### src/hdl/srw_ram.sv
// generic simple dual-port ram, one write and one registered read per cycle
module srw_ram #(
	parameter int unsigned WIDTH = 8,
	parameter int unsigned DEPTH = 64
) (
	input  logic                     clk,
	input  logic                     we,
	input  logic [$clog2(DEPTH)-1:0] waddr,
	input  logic [WIDTH-1:0]         wdata,
	input  logic [$clog2(DEPTH)-1:0] raddr,
	output logic [WIDTH-1:0]         rdata
);

	logic [WIDTH-1:0] mem_q [DEPTH];

	// write port
	always_ff @(posedge clk) begin
		if (we) begin
			mem_q[waddr] <= wdata;
		end
	end

	// registered read port
	always_ff @(posedge clk) begin
		rdata <= mem_q[raddr];
	end

endmodule

### config.mk
export PLATFORM = sky130hd
export DESIGN_NAME = srw_ram
export DESIGN_NICKNAME = d
export VERILOG_FILES = /design/src/hdl/srw_ram.sv
export SDC_FILE = /design/constraint.sdc
export NUM_CORES = 1
export LEC_CHECK = 0
export ABC_AREA = 1
export BUFFER_PORTS_ARGS = -buffer_cell sky130_fd_sc_hd__buf_2
export CORE_ASPECT_RATIO = 0.7
export CORE_MARGIN = 2
export CORE_UTILIZATION = 45
export CTS_CLUSTER_DIAMETER = 100
export DETAILED_ROUTE_END_ITERATION = 10
export SYNTH_ARGS = -nofsm -noshare
export SYNTH_HDL_FRONTEND = slang
export SYNTH_SLANG_ARGS = --single-unit
### constraint.sdc
create_clock -name clk -period 3.6 [get_ports clk]
set_input_delay 0.54 -clock clk [delete_from_list [all_inputs] [get_ports clk]]
set_output_delay 0.54 -clock clk [all_outputs]
set_load 0.03 [all_outputs]
* Yosys cells after proc, flatten, opt, wreduce, memory -nomap -nowiden *
Memories as Yosys holds them, arrays and structs flattened. A register that Yosys moved wholly into a read port is not among the register bits.
Cells that the tools add are included.

word-level totals
  register bits after elaboration = 0
  RAM bits = 512
  bits of input ports = 22
  output and inout bits = 8
  logic and storage cells = 3
  memories = 1

operators by class
  mux-type cells = 2

memory list
  memory  words  bits a word  read ports  clocked after Yosys merged registers in  write ports  line  source
  mem_q   64     8            1           1                                        1            14    logic [WIDTH-1:0] mem_q [DEPTH];

operator list
  kind              number
  2-to-1 mux 1 bit  2

* Longest topological paths before layout *
  word-level depth = 2
  mapped depth = 12
  mapped depth without buffers = 9

* Worst setup path after synthesis *
OpenSTA, ideal clock, no wires.

  kind = input to register
  start point = input we
  end point = memory mem_q[48][0], enable pin
  setup time = 0.395 ns
  data arrival time = 1.911 ns
  data required time = 3.205 ns
  slack = 1.294 ns
  stages = 3
  buffers on the path = 1
  cells stage by stage = clkbuf_1 -> nand4_1 -> nor4_1

on the way
  cells in the longest elaborated chain, start to end = 2

ends and longest elaborated chain
  element                                 line  source
  start, declared                         7     input logic we,
  2-to-1 mux 1 bit                        18    if (we) begin
  2-to-1 mux 1 bit (implied by the code)  19    mem_q[waddr] <= wdata;
  end, declared                           14

No other way between the ends.

==> impl_results.md <==
* Rel. slew slack at 20.83%
* Fmax at 442.3 MHz
* Final Cell Area at 23730 sq um
* GRT Residual Overflow at 0
* Endpoints failing setup at 0
* VDD IR max at 0.0004714 V
* Highest-delay cell along the critical path: inv_6
* Full die area at 49210 sq um
* Vias in the first global route at 13130
* Routed WL at 57070 microns
* Worst slack at placement at 854.5 ps
* Post-Synthesis Cells at 1805
* Resized Gates After CTS at 0
* Most frequent cells in the layout: 648 x nand2_1, 512 x edfxtp_1, 439 x nand3_1, 61 x buf_4, 56 x nor2_1
* Register area share after synthesis at 72.80%
* Slack of the critical path at 1339 ps
* Die H at 186.2 microns
* Die Span X at 264.3 microns
* Share of cells above drive strength 1 at 9.255%
* PwrDens at 540.1 nW/um^2
* GRT Total Usage at 23.29%
* Routability cong. at 0.8805
* Maxcap violations at 0
* Critical Path, Cell by Cell: buf_6 -> inv_6 -> buf_12 -> nand2_1 -> nand3_1 -> nand3_1 -> nand2_1 -> nand2_1 -> nand3_1 -> nand3_1 -> nand2_1
* Synthesized area per cell at 11.82 sq um
* Number of port buffers at 29
* Most common cell after layout, fill and taps aside: nand2_1
* CP bufs+invs at 3
* WL/cell at 22.90 microns
* Initial Utilization at 45.74%
* Syn-to-layout area delta at 11.19%
* Core area at 46660 sq um
* Leak Pwr at 0.008571 uW
* Final Non-Filler Cells at 2492
* Crit path max-delay family: simple AND/OR/NAND/NOR gates
* Min-Delay Path Class: in -> reg
* Final Cycle Share at 62.80%
* RSZ-0062 raised after global routing: false
* Register bit total from synthesis at 520
* CP startpoint kind: input port
* Syn nets at 1827
* Postcts setup bufs at 0
* Status: completed
* CTS Root Cell: clkbuf_16
* Vias at 14060
* ANT nets after route at 0
* Hold depth at 3
* Setup TNS at 0 ps
* Fin. max-slew vios at 0
* Clock skew at 20.65 ps
* CTS HTree Levels at 2
* Longest Clk Path Bufs at 3
* Synth unique cells at 16
* Kind of critical path: in -> reg
* Clock-pin slew on the worst setup and hold paths at 60 ps
* Reg2Reg Depth at 8
* Site Rows at 66
* Post-CTS Hold Buffers at 0
* Filler cell count at 4004
* CTS buffer count at 47
* Netlist Area Pre-Place at 21340 sq um
* Clk sinks at 520
* Global-route wire length before repair at 85370 microns
* Residual DRC at 0
* Crit. End Element: flip-flop
* I/O Pins at 30
* Initial antenna violation count at 0
* Placed Instances at 2404
* N_diodes at 0
* Layout Nets at 1863
* Worst-margin pin slew at 1187 ps
* CP Depth at 11
* Clk_lat worst skew at 580 ps
* CTS tree: done
* Yosys warns at 0
* Worst stage delay on the critical path at 550 ps
* DR iter-0 viols at 1927
* Critical Path AT at 2780 ps
* Largest net degree at the start of global routing at 163
* First drt pass iteration count at 6
* DR vias/cell at 5.642
* Worst-path maximum fanout at 83
* Required @ worst endpoint at 4120 ps
* Final hold vios at 0
* DP Area at 22120 sq um
* Post-DP HPWL at 33880 microns
* Post-route minimum period at 2261 ps
synthesized netlist by cell type:
cell type / n / area, sq um
buf_6: 35 / 394.1
buf_1: 10 / 37.54
edfxtp_1: 512 / 15370
nor2_1: 56 / 210.2
buf_2: 37 / 185.2
buf_4: 14 / 105.1
dfxtp_1: 8 / 160.2
clkbuf_1: 15 / 56.30
nor4_1: 8 / 50.05
inv_1: 10 / 37.54
nand2_1: 648 / 2432
inv_2: 1 / 3.750
nand3_1: 439 / 2197
buf_8: 2 / 30.03
inv_6: 1 / 8.760
nand4_1: 9 / 56.30
worst register-to-register path, stage by stage (launching register included):
cell and delay [ps]:
edfxtp_1 370, nand2_1 70, nand3_1 150, nand3_1 180, nand2_1 80, nand2_1 60
nand3_1 250, nand3_1 210, nand2_1 70
cell families after synthesis:
family	count (synthesis)	share of synthesized area (%)
AND/OR/NAND/NOR	1160	23.18
flip-flops	520	72.80
buffers and inverters	125	4.022
routing by layer:
| metal | vias to the layer above | track usage, % | part of all wire (%) |
|---|---|---|---|
| met3 | 67 | 5.727 | 11 |
| met2 | 678 | 32.99 | 42 |
| met4 | 0 | 4.523 | 1.6 |
| li1 | 6417 | - | - |
| met1 | 6898 | 36.37 | 46 |
| met5 | - | 0 | 0 |
where the power goes:
group          switching [uW]  leakage, uW  total, uW  internal, uW
Clock                    2230     0.000787       5250          3010
Sequential               24.9      0.00467       6720          6700
Combinational             644      0.00311        843           199
flip-flops by register name, summed over array words and instances (netlist names):
register / count
rdata: 8
mem_q: 512
stage by stage:
step | hold slack [ps] | total power [uW] | util, %
5_1_grt | 333.6 | 13140 | 50.85
3_5_place_dp | 794.3 | 7684 | 47.42
4_1_cts | 305.6 | 12860 | 50.85
2_1_floorplan | 638.9 | 7335 | -
6_report | 327.7 | 12810 | 50.85
3_3_place_gp | 787.0 | 7682 | 47.42
final timing paths:
path	startpoint	endpoint	slack, ps
setup / recovery	raddr[0]	rdata[2]$_DFF_P_	1340
hold / removal	raddr[5]	rdata[5]$_DFF_P_	330
setup reg to reg	mem_q[5][2]$_DFFE_PP_	rdata[2]$_DFF_P_	2050
hold reg to reg	mem_q[22][0]$_DFFE_PP_	rdata[0]$_DFF_P_	820
area by class of cell:
cell class / instances / area, sq um / area share (%)
multi-input combinational: 1160 / 4946 / 20.85
clock inverter: 30 / 334.1 / 1.408
inverter: 12 / 52.55 / 0.2215
sequential: 520 / 15530 / 65.47
timing repair buffer: 100 / 824.5 / 3.475
clock buffer: 58 / 1269 / 5.347
tap: 612 / 765.7 / 3.227
(Power assumes the default switching activity.)
